## config.mk

```make
export PLATFORM = sky130hd
export DESIGN_NAME = hsv_color_group_classifier_core
export DESIGN_NICKNAME = d
export VERILOG_FILES = /design/src/hdl/hcgc_pkg.sv /design/src/hdl/hcgc_front.sv /design/src/hdl/hcgc_back.sv /design/src/hdl/hsv_color_group_classifier_core.sv
export SDC_FILE = /design/constraint.sdc
export NUM_CORES = 2
export LEC_CHECK = 0
export BUFFER_PORTS_ARGS = -buffer_cell sky130_fd_sc_hd__clkbuf_2
export CAP_MARGIN = 20
export CORE_ASPECT_RATIO = 0.5
export CORE_MARGIN = 2
export CORE_UTILIZATION = 60
export DETAILED_ROUTE_END_ITERATION = 8
export HOLD_SLACK_MARGIN = 0.02
export PLACE_DENSITY = 0.87
export SLEW_MARGIN = 20
export SYNTH_ARGS = -nofsm -noshare
export SYNTH_HDL_FRONTEND = slang
export SYNTH_SLANG_ARGS = --single-unit
```

## constraint.sdc

```tcl
create_clock -name clk -period 37.7 [get_ports clk]
set_clock_uncertainty 0.1 [all_clocks]
set_input_delay 3.77 -clock clk [delete_from_list [all_inputs] [get_ports clk]]
set_output_delay 3.77 -clock clk [all_outputs]
set_load 0.01 [all_outputs]
```

## src/hdl/hcgc_pkg.sv

```systemverilog
`timescale 1ns / 1ps
package hcgc_pkg;

    localparam int TABLE_SIZE  = 12;
    localparam int WEIGHT_BITS = 19;
    localparam int SUM_W       = WEIGHT_BITS + 17;
    localparam int TOT_W       = WEIGHT_BITS + 3;
    localparam int SCORE_W     = 17;
    localparam int DIFF_W      = 14;
    localparam int NUM_W       = 30;
    localparam int RECIP_SHIFT = 43;

    localparam logic [3:0]         MISC_CODE  = 4'd12;
    localparam logic [SCORE_W-1:0] ONE_Q16    = 17'd65536;
    localparam logic [14:0]        SCORE_SPAN = 15'd9180;
    localparam logic [14:0]        HALF_SPAN  = 15'd4590;
    localparam logic [4:0]         DEG_UNITS  = 5'd17;
    // floor(2^43 / 9180)
    localparam logic [29:0]        RECIP_M    = 30'd958180067;
    localparam logic [9:0]         FULL_TURN  = 10'd360;

    typedef struct packed {
        logic [8:0]             hue;
        logic [7:0]             saturation;
        logic [7:0]             brightness;
        logic [WEIGHT_BITS-1:0] weight;
        logic                   last;
    } in_item_t;

    typedef struct packed {
        logic [3:0]         group_index;
        logic [SCORE_W-1:0] score;
    } out_item_t;

    // Queue entry: saturation and brightness already scaled to 1/3060 units.
    typedef struct packed {
        logic [8:0]             hue;
        logic [11:0]            sat12;
        logic [11:0]            bri12;
        logic [WEIGHT_BITS-1:0] weight;
        logic                   last;
    } work_t;

    typedef struct packed {
        logic [8:0]  hlo;
        logic [8:0]  hhi;
        logic [11:0] slo;
        logic [11:0] shi;
        logic [11:0] blo;
        logic [11:0] bhi;
    } box_t;

    function automatic box_t get_box(input logic [3:0] idx);
        box_t bx;
        case (idx)
            4'd0:    bx = '{9'd200, 9'd260, 12'd918,  12'd3060, 12'd918,  12'd3060};
            4'd1:    bx = '{9'd340, 9'd20,  12'd918,  12'd3060, 12'd918,  12'd3060};
            4'd2:    bx = '{9'd80,  9'd140, 12'd918,  12'd3060, 12'd918,  12'd3060};
            4'd3:    bx = '{9'd20,  9'd50,  12'd1224, 12'd3060, 12'd1224, 12'd3060};
            4'd4:    bx = '{9'd260, 9'd300, 12'd918,  12'd3060, 12'd918,  12'd3060};
            4'd5:    bx = '{9'd50,  9'd80,  12'd1224, 12'd3060, 12'd1530, 12'd3060};
            4'd6:    bx = '{9'd300, 9'd340, 12'd918,  12'd3060, 12'd1224, 12'd3060};
            4'd7:    bx = '{9'd160, 9'd200, 12'd1224, 12'd3060, 12'd1224, 12'd3060};
            4'd8:    bx = '{9'd0,   9'd360, 12'd0,    12'd3060, 12'd0,    12'd765};
            4'd9:    bx = '{9'd0,   9'd360, 12'd0,    12'd918,  12'd2448, 12'd3060};
            4'd10:   bx = '{9'd0,   9'd360, 12'd0,    12'd459,  12'd765,  12'd2448};
            4'd11:   bx = '{9'd25,  9'd45,  12'd612,  12'd2142, 12'd918,  12'd2142};
            default: bx = '{9'd0,   9'd0,   12'd0,    12'd0,    12'd0,    12'd0};
        endcase
        return bx;
    endfunction

    function automatic logic [9:0] abs_diff(input logic [9:0] a, input logic [9:0] b);
        return (a > b) ? a - b : b - a;
    endfunction

    function automatic logic [11:0] edge_dist(input logic [11:0] v, input logic [11:0] lo,
                                              input logic [11:0] hi);
        logic [11:0] r;
        if (v < lo)
        begin
            r = lo - v;
        end
        else if (v > hi)
        begin
            r = v - hi;
        end
        else
        begin
            r = 12'd0;
        end
        return r;
    endfunction

endpackage

```

## src/hdl/hcgc_front.sv

```systemverilog
`timescale 1ns / 1ps
module hcgc_front (
    input  logic               clk,
    input  logic               rst_n,
    input  logic               in_valid,
    output logic               in_stall,
    input  hcgc_pkg::in_item_t in_data,
    output logic               q_valid,
    output hcgc_pkg::work_t    q_data,
    input  logic               q_pop
);

    hcgc_pkg::work_t entry_reg [2];
    logic            wr_ptr_reg, wr_ptr_next;
    logic            rd_ptr_reg, rd_ptr_next;
    logic [1:0]      count_reg, count_next;
    logic            push;
    hcgc_pkg::work_t conv;

    assign in_stall = (count_reg == 2'd2);
    assign push     = in_valid && !in_stall;
    assign q_valid  = (count_reg != 2'd0);
    assign q_data   = entry_reg[rd_ptr_reg];

    // scale 8-bit channels to 1/3060 units
    always_comb
    begin
        conv.hue    = in_data.hue;
        conv.sat12  = 12'(in_data.saturation) * 12'd12;
        conv.bri12  = 12'(in_data.brightness) * 12'd12;
        conv.weight = in_data.weight;
        conv.last   = in_data.last;
    end

    always_comb
    begin
        wr_ptr_next = push ? !wr_ptr_reg : wr_ptr_reg;
        rd_ptr_next = q_pop ? !rd_ptr_reg : rd_ptr_reg;
        count_next  = count_reg + 2'(push) - 2'(q_pop);
    end

    always_ff @(posedge clk)
    begin
        if (push)
        begin
            entry_reg[wr_ptr_reg] <= conv;
        end
    end

    always_ff @(posedge clk or negedge rst_n)
    begin
        if (!rst_n)
        begin
            wr_ptr_reg <= 1'b0;
            rd_ptr_reg <= 1'b0;
            count_reg  <= 2'd0;
        end
        else
        begin
            wr_ptr_reg <= wr_ptr_next;
            rd_ptr_reg <= rd_ptr_next;
            count_reg  <= count_next;
        end
    end

endmodule

```

## src/hdl/hcgc_back.sv

```systemverilog
`timescale 1ns / 1ps
module hcgc_back #(
    parameter int NUM_GROUPS = 12
) (
    input  logic                          clk,
    input  logic                          rst_n,
    input  logic                          q_valid,
    input  hcgc_pkg::work_t               q_data,
    output logic                          q_pop,
    input  logic [hcgc_pkg::SCORE_W-1:0]  threshold,
    output logic                          out_valid,
    input  logic                          out_stall,
    output hcgc_pkg::out_item_t           out_data
);

    localparam int NG_EFF = (NUM_GROUPS < hcgc_pkg::TABLE_SIZE) ? NUM_GROUPS
                                                                : hcgc_pkg::TABLE_SIZE;
    localparam int GW     = (NG_EFF > 1) ? $clog2(NG_EFF) : 1;
    localparam int SUM_W  = hcgc_pkg::SUM_W;
    localparam int TOT_W  = hcgc_pkg::TOT_W;
    localparam int SW     = hcgc_pkg::SCORE_W;
    localparam logic [GW-1:0] G_LAST = GW'(NG_EFF - 1);

    localparam logic [2:0] ST_IDLE   = 3'd0;
    localparam logic [2:0] ST_SCORE  = 3'd1;
    localparam logic [2:0] ST_DRAIN  = 3'd2;
    localparam logic [2:0] ST_DLOAD  = 3'd3;
    localparam logic [2:0] ST_DSTEP  = 3'd4;
    localparam logic [2:0] ST_DCMP   = 3'd5;
    localparam logic [2:0] ST_FINISH = 3'd6;

    logic [2:0]        state_reg;
    hcgc_pkg::work_t   cur_reg;
    logic [GW-1:0]     g_reg;
    logic [SUM_W-1:0]  sums_reg [NG_EFF];
    logic [TOT_W-1:0]  total_reg;

    // scoring pipeline
    logic              p1_v_reg, p2_v_reg, p3_v_reg, p4_v_reg;
    logic [GW-1:0]     p1_g_reg, p2_g_reg, p3_g_reg, p4_g_reg;
    logic              p1_full_reg, p2_full_reg;
    logic              p1_zero_reg, p2_zero_reg;
    logic [hcgc_pkg::DIFF_W-1:0] p1_diff_reg;
    logic [hcgc_pkg::NUM_W-1:0]  p2_num_reg;
    logic [SW-1:0]     p2_q0_reg;
    logic [SW-1:0]     p3_score_reg;
    logic [SUM_W-1:0]  p4_add_reg;

    // division
    logic [GW-1:0]     div_g_reg;
    logic [4:0]        step_reg;
    logic [TOT_W-1:0]  rem_reg;
    logic [SW-1:0]     shf_reg;
    logic [SW-1:0]     quo_reg;
    logic [SW-1:0]     best_reg;
    logic [3:0]        best_idx_reg;

    logic                 out_valid_reg;
    hcgc_pkg::out_item_t  out_data_reg;

    // stage 1 logic
    hcgc_pkg::box_t    bx;
    logic              s1_full, s1_zero;
    logic [hcgc_pkg::DIFF_W-1:0] s1_diff;
    // stage 2 and 3
    logic [hcgc_pkg::NUM_W-1:0]  s2_num;
    logic [59:0]       s2_prod;
    logic [30:0]       s3_rem;
    logic [SW-1:0]     s3_score;
    // accumulate and divide
    logic [GW-1:0]     rd_idx;
    logic [SUM_W-1:0]  rd_sum;
    logic [SUM_W:0]    acc;
    logic [SUM_W-1:0]  acc_sat;
    logic [TOT_W:0]    tot_acc;
    logic [TOT_W:0]    trial;
    logic [SW-1:0]     avg;
    logic              out_take;
    logic              pipe_busy;

    assign out_valid = out_valid_reg;
    assign out_data  = out_data_reg;
    assign q_pop     = (state_reg == ST_IDLE) && q_valid;
    assign out_take  = out_valid_reg && !out_stall;
    assign pipe_busy = p1_v_reg || p2_v_reg || p3_v_reg || p4_v_reg;

    always_comb
    begin
        logic [9:0]  h;
        logic        wrap, inhue;
        logic [9:0]  hd, t;
        logic [14:0] d;
        bx    = hcgc_pkg::get_box(4'(g_reg));
        h     = {1'b0, cur_reg.hue};
        wrap  = bx.hlo > bx.hhi;
        inhue = wrap ? (cur_reg.hue >= bx.hlo || cur_reg.hue <= bx.hhi)
                     : (cur_reg.hue >= bx.hlo && cur_reg.hue <= bx.hhi);
        hd = hcgc_pkg::abs_diff(h, {1'b0, bx.hlo});
        t  = hcgc_pkg::abs_diff(h, {1'b0, bx.hhi});
        if (t < hd)
        begin
            hd = t;
        end
        if (wrap)
        begin
            t = hcgc_pkg::abs_diff(h + hcgc_pkg::FULL_TURN, {1'b0, bx.hlo});
            if (t < hd)
            begin
                hd = t;
            end
            t = hcgc_pkg::abs_diff(h, {1'b0, bx.hhi} + hcgc_pkg::FULL_TURN);
            if (t < hd)
            begin
                hd = t;
            end
        end
        d = 15'(hd) * 15'(hcgc_pkg::DEG_UNITS)
            + 15'(hcgc_pkg::edge_dist(cur_reg.sat12, bx.slo, bx.shi))
            + 15'(hcgc_pkg::edge_dist(cur_reg.bri12, bx.blo, bx.bhi));
        s1_full = inhue && cur_reg.sat12 >= bx.slo && cur_reg.sat12 <= bx.shi
                  && cur_reg.bri12 >= bx.blo && cur_reg.bri12 <= bx.bhi;
        s1_zero = d >= hcgc_pkg::SCORE_SPAN;
        s1_diff = s1_zero ? '0 : hcgc_pkg::DIFF_W'(hcgc_pkg::SCORE_SPAN - d);
    end

    always_comb
    begin
        // round half up: divide (span - d) * 65536 + span/2 by span via reciprocal
        s2_num  = {p1_diff_reg, 16'd0} + hcgc_pkg::NUM_W'(hcgc_pkg::HALF_SPAN);
        s2_prod = 60'(s2_num) * 60'(hcgc_pkg::RECIP_M);
        s3_rem  = 31'(p2_num_reg) - 31'(p2_q0_reg) * 31'(hcgc_pkg::SCORE_SPAN);
        if (p2_full_reg)
        begin
            s3_score = hcgc_pkg::ONE_Q16;
        end
        else if (p2_zero_reg)
        begin
            s3_score = '0;
        end
        else if (s3_rem >= 31'(hcgc_pkg::SCORE_SPAN))
        begin
            s3_score = p2_q0_reg + 1'b1;
        end
        else
        begin
            s3_score = p2_q0_reg;
        end
    end

    always_comb
    begin
        rd_idx  = (state_reg == ST_DLOAD) ? div_g_reg : p4_g_reg;
        rd_sum  = sums_reg[rd_idx];
        acc     = {1'b0, rd_sum} + {1'b0, p4_add_reg};
        acc_sat = acc[SUM_W] ? '1 : acc[SUM_W-1:0];
        tot_acc = {1'b0, total_reg} + (TOT_W + 1)'(q_data.weight);
        trial   = {rem_reg, shf_reg[SW-1]};
        avg     = (quo_reg > hcgc_pkg::ONE_Q16) ? hcgc_pkg::ONE_Q16 : quo_reg;
    end

    // payload pipeline
    always_ff @(posedge clk)
    begin
        p1_g_reg     <= g_reg;
        p1_full_reg  <= s1_full;
        p1_zero_reg  <= s1_zero;
        p1_diff_reg  <= s1_diff;
        p2_g_reg     <= p1_g_reg;
        p2_full_reg  <= p1_full_reg;
        p2_zero_reg  <= p1_zero_reg;
        p2_num_reg   <= s2_num;
        p2_q0_reg    <= s2_prod[hcgc_pkg::RECIP_SHIFT +: SW];
        p3_g_reg     <= p2_g_reg;
        p3_score_reg <= s3_score;
        p4_g_reg     <= p3_g_reg;
        p4_add_reg   <= SUM_W'(cur_reg.weight) * SUM_W'(p3_score_reg);
        if (q_pop)
        begin
            cur_reg <= q_data;
        end
    end

    always_ff @(posedge clk or negedge rst_n)
    begin
        if (!rst_n)
        begin
            state_reg     <= ST_IDLE;
            g_reg         <= '0;
            p1_v_reg      <= 1'b0;
            p2_v_reg      <= 1'b0;
            p3_v_reg      <= 1'b0;
            p4_v_reg      <= 1'b0;
            total_reg     <= '0;
            for (int i = 0; i < NG_EFF; i++)
            begin
                sums_reg[i] <= '0;
            end
            div_g_reg     <= '0;
            step_reg      <= '0;
            rem_reg       <= '0;
            shf_reg       <= '0;
            quo_reg       <= '0;
            best_reg      <= '0;
            best_idx_reg  <= hcgc_pkg::MISC_CODE;
            out_valid_reg <= 1'b0;
            out_data_reg  <= '0;
        end
        else
        begin
            p1_v_reg <= (state_reg == ST_SCORE);
            p2_v_reg <= p1_v_reg;
            p3_v_reg <= p2_v_reg;
            p4_v_reg <= p3_v_reg;
            if (p4_v_reg)
            begin
                sums_reg[p4_g_reg] <= acc_sat;
            end
            // the finish state drives the output register itself
            if (out_take && state_reg != ST_FINISH)
            begin
                out_valid_reg <= 1'b0;
            end

            case (state_reg)
                ST_IDLE:
                begin
                    if (q_valid)
                    begin
                        total_reg <= tot_acc[TOT_W] ? '1 : tot_acc[TOT_W-1:0];
                        g_reg     <= '0;
                        state_reg <= ST_SCORE;
                    end
                end
                ST_SCORE:
                begin
                    if (g_reg == G_LAST)
                    begin
                        state_reg <= ST_DRAIN;
                    end
                    else
                    begin
                        g_reg <= g_reg + 1'b1;
                    end
                end
                ST_DRAIN:
                begin
                    if (!pipe_busy)
                    begin
                        if (cur_reg.last)
                        begin
                            div_g_reg    <= '0;
                            best_reg     <= '0;
                            best_idx_reg <= hcgc_pkg::MISC_CODE;
                            state_reg    <= ST_DLOAD;
                        end
                        else
                        begin
                            state_reg <= ST_IDLE;
                        end
                    end
                end
                ST_DLOAD:
                begin
                    rem_reg  <= TOT_W'(rd_sum[SUM_W-1:SW]);
                    shf_reg  <= rd_sum[SW-1:0];
                    step_reg <= '0;
                    if (total_reg == '0)
                    begin
                        quo_reg   <= '0;
                        state_reg <= ST_DCMP;
                    end
                    else if ((TOT_W + 1)'(rd_sum[SUM_W-1:SW]) >= (TOT_W + 1)'(total_reg))
                    begin
                        // quotient would reach 2^17: capped anyway
                        quo_reg   <= hcgc_pkg::ONE_Q16;
                        state_reg <= ST_DCMP;
                    end
                    else
                    begin
                        quo_reg   <= '0;
                        state_reg <= ST_DSTEP;
                    end
                end
                ST_DSTEP:
                begin
                    if (trial >= {1'b0, total_reg})
                    begin
                        rem_reg <= TOT_W'(trial - {1'b0, total_reg});
                        quo_reg <= {quo_reg[SW-2:0], 1'b1};
                    end
                    else
                    begin
                        rem_reg <= trial[TOT_W-1:0];
                        quo_reg <= {quo_reg[SW-2:0], 1'b0};
                    end
                    shf_reg  <= {shf_reg[SW-2:0], 1'b0};
                    step_reg <= step_reg + 1'b1;
                    if (step_reg == 5'(SW - 1))
                    begin
                        state_reg <= ST_DCMP;
                    end
                end
                ST_DCMP:
                begin
                    if (avg > best_reg)
                    begin
                        best_reg     <= avg;
                        best_idx_reg <= 4'(div_g_reg);
                    end
                    if (div_g_reg == G_LAST)
                    begin
                        state_reg <= ST_FINISH;
                    end
                    else
                    begin
                        div_g_reg <= div_g_reg + 1'b1;
                        state_reg <= ST_DLOAD;
                    end
                end
                ST_FINISH:
                begin
                    // hold until the output register is free
                    if (!out_valid_reg || !out_stall)
                    begin
                        out_valid_reg <= 1'b1;
                        out_data_reg.group_index <= (best_reg < threshold)
                                                    ? hcgc_pkg::MISC_CODE : best_idx_reg;
                        out_data_reg.score <= best_reg;
                        total_reg <= '0;
                        for (int i = 0; i < NG_EFF; i++)
                        begin
                            sums_reg[i] <= '0;
                        end
                        state_reg <= ST_IDLE;
                    end
                end
                default:
                begin
                    state_reg <= ST_IDLE;
                end
            endcase
        end
    end

endmodule

```

## src/hdl/hsv_color_group_classifier_core.sv

```systemverilog
`timescale 1ns / 1ps
// Channel  Direction  Payload               Handshake
// in       input      hcgc_pkg::in_item_t   in_valid / in_stall
// out      output     hcgc_pkg::out_item_t  out_valid / out_stall
// cfg      input      misc_threshold Q1.16  cfg_write / cfg_data
//
// A colour takes one issue slot per group through the
// shared four-stage scorer, then the drain of that scorer.
// After a last colour, the bit-serial divider gives
// one quotient bit a cycle for each group average, then the result loads.
// Reset clears the queue, the sums and the total, and sets the threshold to 19661.
// A two-entry queue keeps accepting while the back end works, until it is full; the result
// register holds under out_stall and only blocks the next last colour.
module hsv_color_group_classifier_core #(
    parameter int NUM_GROUPS = 12
) (
    input  logic                          clk,
    input  logic                          rst_n,
    input  logic                          in_valid,
    output logic                          in_stall,
    input  hcgc_pkg::in_item_t            in_data,
    output logic                          out_valid,
    input  logic                          out_stall,
    output hcgc_pkg::out_item_t           out_data,
    input  logic                          cfg_write,
    input  logic [hcgc_pkg::SCORE_W-1:0]  cfg_data
);

    logic                          q_valid;
    logic                          q_pop;
    hcgc_pkg::work_t               q_data;
    logic [hcgc_pkg::SCORE_W-1:0]  threshold_reg;

    always_ff @(posedge clk or negedge rst_n)
    begin
        if (!rst_n)
        begin
            threshold_reg <= 17'd19661;
        end
        else if (cfg_write)
        begin
            threshold_reg <= cfg_data;
        end
    end

    hcgc_front u_front (
        .clk      (clk),
        .rst_n    (rst_n),
        .in_valid (in_valid),
        .in_stall (in_stall),
        .in_data  (in_data),
        .q_valid  (q_valid),
        .q_data   (q_data),
        .q_pop    (q_pop)
    );

    hcgc_back #(
        .NUM_GROUPS (NUM_GROUPS)
    ) u_back (
        .clk       (clk),
        .rst_n     (rst_n),
        .q_valid   (q_valid),
        .q_data    (q_data),
        .q_pop     (q_pop),
        .threshold (threshold_reg),
        .out_valid (out_valid),
        .out_stall (out_stall),
        .out_data  (out_data)
    );

endmodule

```

; ---- After elaboration in Yosys (flattened, before gate mapping)
; Memory sizes are Yosys's and may differ from the RTL's.
; Index checks and enable logic that the tools add are counted.
[word_totals]
latchBits = 0
output_inout_bits = 23
romBits = 992
ramBits = 98
mem_count = 2
wordCells = 243
register_bits = 781
[mem_list]
columns = memory, depth, word_bits, read_ports, rd_ports_with_merged_regs, write_ports, line
row1 = (name not given), 16, 62, 1, 0, 0, hcgc_pkg.sv:55  ; case (idx)
row2 = u_front.entry_reg, 2, 49, 1, 0, 1, hcgc_front.sv:13  ; hcgc_pkg::work_t entry_reg [2];
[op_classes]
div_mod_pow = 0
eq_ne = 20
n_mux = 71
n_reduce_logical = 34
bitwise_logic = 2
addsub = 28
n_mul = 6
shift = 0
n_lt_le_gt_ge = 28
[ops]
columns = operator, count
row1 = 432-bit two-way mux, 3
row2 = 432-bit bitwise mux, 1
row3 = 36-bit binary-select mux with 4-bit select, 1
row4 = 36-bit demux with 4-bit select, 1
row5 = 36-bit two-way mux, 4
row6 = 17-bit two-way mux, 8
row7 = 17-bit case mux with 2 select lines, 3
row8 = 10-bit two-way mux, 9
row9 = 22-bit two-way mux, 4
row10 = 22-bit case mux with 2 select lines, 2
row11 = 30-bit by 30-bit multiplier with 60-bit output (second input constant), 1
row12 = 12-bit two-way mux, 4
row13 = 12-bit subtractor, 4
row14 = 4-bit two-way mux, 10
row15 = 9-bit by 9-bit subtractor with 10-bit output, 4
row16 = 36-bit by 36-bit adder with 37-bit output, 1
row17 = 19-bit by 17-bit multiplier with 36-bit output, 1
row18 = 31-bit by 14-bit greater-or-equal comparator with 1-bit output (second input constant), 1
row19 = 30-bit by 31-bit subtractor with 31-bit output, 1
row20 = 15-bit by 12-bit adder with 15-bit output, 2
row21 = 30-bit by 13-bit adder with 30-bit output (second input constant), 1
row22 = 10-bit < comparator, 3
row23 = 17-bit by 12-bit multiplier with 29-bit output (second input constant), 1
row24 = 9-bit > comparator, 3
row25 = 56 further kinds, 116

; ---- Depth between registers and ports, before layout
; An unclocked memory read counts as a cell.
[depth]
word_depth = 15
ltp_mapped = 65
ltp_nobuf = 60

; ---- Cells and area by module
; Synthesis repeated with hierarchy kept, for this count alone.
[unflattened]
hier_cells = 7145
hier_area_um2 = 70508.9
[modules_own_cells]
columns = mod, instances, cells_per_inst, area_per_inst_um2
row1 = hcgc_back, 1, 6851, 65385.2
row2 = hcgc_front, 1, 258, 4428.0
row3 = hsv_color_group_classifier_core, 1, 36, 695.7

; ---- Worst setup path before layout
; OpenSTA, ideal clock, no wires.
[synth_path]
path_kind = reg-to-reg
startpoint = register u_back.g_reg[3]
endpoint = register u_back.p1_diff_reg[10] (netlist bit)
stages_incl_launch_ff = 62
t_arrival_ps = 12695
setup_ps = 127
slack_ps = 24777
path_buffers = 7
t_required_ps = 37473
cell_sequence = dfrtp_1 -> clkbuf_1 -> clkbuf_1 -> clkbuf_1 -> a21oi_1 -> a21oi_1 -> ha_1 -> clkbuf_1 -> or4_1 -> and3_1 -> a21oi_1 -> buf_2 -> mux2i_1 -> inv_1 -> a31oi_1 -> xnor2_1 -> inv_1 -> ha_1 -> (+26 left out) -> ha_1 -> ha_1 -> inv_1 -> fa_1 -> fa_1 -> inv_1 -> ha_1 -> a21boi_0 -> o21ai_0 -> a21boi_0 -> o21ai_0 -> nand2_1 -> xnor2_1 -> or4bb_1 -> nor4bb_1 -> o31ai_1 -> clkbuf_1 -> nor2_1
[synth_between]
elab_chain_cells = 15
[synth_lines]
columns = item, line
row1 = start: declaration, hcgc_back.sv:34  ; logic [GW-1:0] g_reg;
row2 = start signal: assignment, hcgc_back.sv:242  ; g_reg <= g_reg + 1'b1;
row3 = memory read 16 x 62 bit (*), n/a
row4 = 9-bit by 9-bit subtractor with 10-bit output or 9-bit > comparator (tied branches), hcgc_pkg.sv:74  ; return (a > b) ? a - b : b - a;
row5 = 10-bit two-way mux, hcgc_pkg.sv:74
row6 = 10-bit < comparator, hcgc_back.sv:100  ; if (t < hd)
row7 = 10-bit two-way mux, hcgc_back.sv:100
row8 = 10-bit < comparator, hcgc_back.sv:107  ; if (t < hd)
row9 = 10-bit two-way mux, hcgc_back.sv:107
row10 = 10-bit two-way mux, hcgc_back.sv:104  ; if (wrap)
row11 = 10-bit < comparator, hcgc_back.sv:112  ; if (t < hd)
row12 = 10-bit two-way mux, hcgc_back.sv:112
row13 = 10-bit two-way mux, hcgc_back.sv:104
row14 = 10-bit by 5-bit multiplier with 15-bit output, hcgc_back.sv:117  ; d = 15'(hd) * 15'(hcgc_pkg::DEG_UNITS)
row15 = 15-bit by 12-bit adder with 15-bit output, hcgc_back.sv:118  ; + 15'(hcgc_pkg::edge_dist(cur_reg.sat12, bx.slo, bx.shi))
row16 = 15-bit by 12-bit adder with 15-bit output (*), hcgc_back.sv:119  ; + 15'(hcgc_pkg::edge_dist(cur_reg.bri12, bx.blo, bx.bhi));
row17 = 15-bit by 14-bit greater-or-equal comparator with 1-bit output (*), hcgc_back.sv:122  ; s1_zero = d >= hcgc_pkg::SCORE_SPAN;
row18 = via u_back.s1_zero, hcgc_back.sv:63  ; logic s1_full, s1_zero;
row19 = end signal: assignment, hcgc_back.sv:167  ; p1_diff_reg <= s1_diff;
row20 = end: declaration, hcgc_back.sv:43  ; logic [hcgc_pkg::DIFF_W-1:0] p1_diff_reg;
; Mark *: on every way through the listed nets, which the timed path passes. The rest lies on a longest branch. The select of a mux whose other input is x is not followed.
; A chain may end at the register's enable or synchronous reset.

; ---- Final worst setup path
[layout_path]
startpoint = register u_back.g_reg[0]
endpoint = register u_back.p1_diff_reg[5] (netlist bit)
[layout_between]
elab_chain_cells = 15
[layout_lines]
columns = item, line
row1 = memory read 16 x 62 bit (*), n/a
row2 = 9-bit by 9-bit subtractor with 10-bit output or 9-bit > comparator (tied branches), hcgc_pkg.sv:74
row3 = 10-bit two-way mux, hcgc_pkg.sv:74
row4 = 10-bit < comparator, hcgc_back.sv:100
row5 = 10-bit two-way mux, hcgc_back.sv:100
row6 = 10-bit < comparator, hcgc_back.sv:107
row7 = 10-bit two-way mux, hcgc_back.sv:107
row8 = 10-bit two-way mux, hcgc_back.sv:104
row9 = 10-bit < comparator, hcgc_back.sv:112
row10 = 10-bit two-way mux, hcgc_back.sv:112
row11 = 10-bit two-way mux, hcgc_back.sv:104
row12 = 10-bit by 5-bit multiplier with 15-bit output, hcgc_back.sv:117
row13 = 15-bit by 12-bit adder with 15-bit output, hcgc_back.sv:118
row14 = 15-bit by 12-bit adder with 15-bit output (*), hcgc_back.sv:119
row15 = 14-bit subtractor or 15-bit by 14-bit greater-or-equal comparator with 1-bit output (tied branches), "hcgc_back.sv:123, hcgc_back.sv:122"
; Every way passes the cells marked *; elsewhere a longest branch is shown, timed or not. The select of a mux whose other input is x is not followed.

==> flow_metrics.py <==
metrics = {
    "setup_path": {
        "cpPeakStageDelay_ns": 0.78,
        "cp_data_arrival_time_ns": 16.41,
        "cp.required_ns": 38.15,
        "worst_setup_path_start_kind": "flip-flop",
        "critPathKind": "reg -> reg",
        "cp-end-kind": "flip-flop",
        "cp_common_cell": "ha_1",
        "cp_slowest_cell": "o31ai_2",
        "path_max_fanout": 16,
    },
    "synth": {
        "syn_inst": 7558,
        "synth_cell_types": 101,
        "synth_nets": 8904,
        "synthXorXnorAreaFrac": 0.02974,
        "synth-compound-area-share": 0.1655,
        "synth.ff_latch_count": 859,
        "synthSimpleGateAreaFrac": 0.1093,
        "synth_area_mm2": 0.07063,
        "avgSynthCellArea_um2": 9.345,
        "synth_fa_ha_area_frac": 0.2803,
        "synth-main-ff-cell": "dfrtp_1",
        "synth_edf_count": 147,
        "synth-seq-area-share": 0.3066,
        "synth_top_family_by_area": "adder cells",
        "yosys-mux-area-fraction": 0.03929,
        "synthArstFlopShare": 0.6915,
        "synth_warnings": 0,
    },
    "placement": {
        "place.port_buffers": 89,
        "gp_congestion": 0.9658,
        "hpwl_um": 132700,
        "postPlaceCellArea_mm2": 0.07233,
    },
    "grt": {
        "grt_pass1_vias": 56700,
        "grt_usage": 0.3129,
        "grt_start_max_net_pins": 133,
        "grt_pass1_wl_um": 300600,
        "grt.overflow.total": 0,
        "antenna_found_initial": 6,
    },
    "timing": {
        "tns_ns": 0,
        "finalHoldViolCount": 0,
        "slew_headroom": 0.1872,
        "finalMaxSlewViolations": 0,
        "finalCriticalPeriod_ns": 15.96,
        "clock.fmax_mhz": 62.67,
        "setup_viol": 0,
        "worst_pin_slew_ns": 1.206,
        "whs_ns": 0.2285,
        "rsz0062_at_grt": "no",
        "fin_crit_sh": 0.4233,
    },
    "detailed_routing": {
        "drt_iter0_markers": 5746,
        "viasPerCell": 6.188,
        "detail-route-antenna-nets": 0,
        "drt_wl_total_um": 186000,
        "drt-pass1-iter-count": 6,
        "avgRoutedWirePerCell_um": 20.54,
        "drc": 0,
        "vias": 56029,
    },
    "die": {
        "coreArea_mm2": 0.1161,
        "io_pins": 90,
        "row_count": 88,
        "start_util": 0.6086,
        "die_w_um": 489.2,
        "die_y_um": 246.6,
        "dieArea_mm2": 0.1206,
    },
    "pwr": {
        "power.switching_mw": 0.4693,
        "combinationalPowerShare": 0.055,
        "swShare": 0.2414,
        "internal_power_mw": 1.475,
        "powerDensity_mw_per_mm2": 25.89,
        "p_leak_nw": 37.21,
        "ir_drop_mv": 0.02708,
        "seq_power_share": 0.508,
        "clockPowerShare": 0.437,
    },
    "clock_tree": {
        "clockBufferDepth": 3,
        "cts_buffers": 80,
        "post_cts_resized": 0,
        "cts_tree": "done",
        "cts_hold_buf": 0,
        "clkTransAtPathRegs_ns": 0.07,
        "cts.sinks": 859,
        "clk_latency_ns": 0.72,
        "ctsHtreeMaxLevel": 3,
        "post_cts_buffers": 0,
        "clock-root-buffer": "clkbuf_16",
    },
    "finish": {
        "final_cell_mix": "906 x inv_1, 775 x ha_1, 767 x nand2_1, 687 x a21oi_1, 683 x o21ai_0",
        "fin_nets": 8760,
        "fill_cells": 8824,
        "design_area_mm2": 0.07509,
        "layout_commonest_cell": "inv_1",
        "largest_reg_flops": 432,
        "area_delta_synth_final_pct": 6.308,
        "drive_above_1_share": 0.06581,
        "post-route-util": 0.6470,
    },
    "run_status": {
        "outcome": "complete, no violations",
    },
    "job": {
        "drv_cap": 0,
    },
    "min_path": {
        "hold_path.class": "reg -> reg",
    },
}
==> critical path: cells and delay by family, from the launching register on <==
| kind | cells | cell delay [ns] |
|---|---|---|
| AOI/OAI and AO/OA | 19 | 5.56 |
| xor gates and xnor gates | 2 | 0.44 |
| adders and majority gates | 11 | 4.10 |
| buffers and inverters | 5 | 0.60 |
| DFF | 1 | 0.75 |
| muxes | 3 | 1.33 |
| and+or+nand+nor | 15 | 2.91 |
==> final timing paths <==
| check | start | end | slack [ns] | cells past startpoint |
|---|---|---|---|---|
| max in group asynchronous | rst_n | u_front.rd_ptr_reg$_DFFE_PN0P_ | 32.11 | 3 |
| max reg2reg | u_back.g_reg[0]$_DFFE_PN0P_ | u_back.p1_diff_reg[5]$_SDFF_PP0_ | 21.74 | 55 |
| min reg2reg | u_back.p2_g_reg[1]$_DFF_P_ | u_back.p3_g_reg[1]$_DFF_P_ | 0.23 | 0 |
| min | u_back.p2_g_reg[1]$_DFF_P_ | u_back.p3_g_reg[1]$_DFF_P_ | 0.23 | 0 |
| min in group asynchronous | rst_n | u_back.sums_reg[37]$_DFF_PN0_ | 3.04 | 1 |
| max | u_back.g_reg[0]$_DFFE_PN0P_ | u_back.p1_diff_reg[5]$_SDFF_PP0_ | 21.74 | 55 |
==> power by group through the flow <==
stage / registers [mW] / clock network (mW) / logic (mW)
floorplan: 1.00 / 0 / 0.0621
global placement: 1.00 / 0 / 0.104
detailed placement: 1.00 / 0 / 0.108
CTS: 0.987 / 0.857 / 0.108
global route: 0.989 / 0.895 / 0.120
finish: 0.987 / 0.850 / 0.108
==> synth_stat cells, drive strengths merged (66+ instances only) <==
cell / n / area, um2
a211oi: 82 / 630.6
a21o: 116 / 870.8
a21oi: 690 / 3468
and2: 161 / 1007
clkbuf: 348 / 1306
dfrtp: 584 / 14610
dfxtp: 118 / 2362
edfxtp: 147 / 4414
fa: 504 / 10090
ha: 775 / 9697
inv: 907 / 3405
mux2: 71 / 803.3
mux2i: 116 / 1161
nand2: 767 / 2879
nand2b: 66 / 412.9
nand3: 102 / 510.5
nor2: 280 / 1051
nor3: 66 / 340.3
o211ai: 71 / 538.0
o21ai: 693 / 3468
xnor2: 177 / 1558
==> metrics by stage <==
stage	total power [mW]	setup WS, ns	instances
after global routing	2.004	20.49	9052
after detailed placement	1.112	21.92	8905
after CTS	1.952	21.85	9049
after floorplan	1.065	24.78	7558
final	1.944	21.74	9055
after global placement	1.106	22.02	8905
==> logic make-up after synthesis <==
kind of cell | Yosys count
AOI/OAI and AO/OA | 1991
xor gates and xnor gates | 239
adders and majority gates | 1280
buffers and inverters | 1297
DFF | 859
muxes | 223
and+or+nand+nor | 1669
==> layout make-up <==
type                       count  area [um2]  share of cell area
tap                         1575        1971             0.02625
sequential                   859       21650              0.2884
clock inverter                37       417.9            0.005566
timing repair buffer         164        1065             0.01418
antenna                        4       10.01           0.0001333
inverter                     907        3405             0.04534
clock buffer                 107        2281             0.03038
multi-input combinational   5402       44280              0.5898
==> layer usage <==
metal  global-route usage  vias to the layer above  part of all wire  wire length, um
met3              0.04972                      603             0.076            14140
met1               0.4141                    27520              0.41            75550
met2               0.5033                     2431              0.46            86370
met5                    0                        -           0.00028               53
met4               0.1557                        8             0.053             9854
li1                     -                    25467                 -                -
Power figures use the tool's default switching activity.
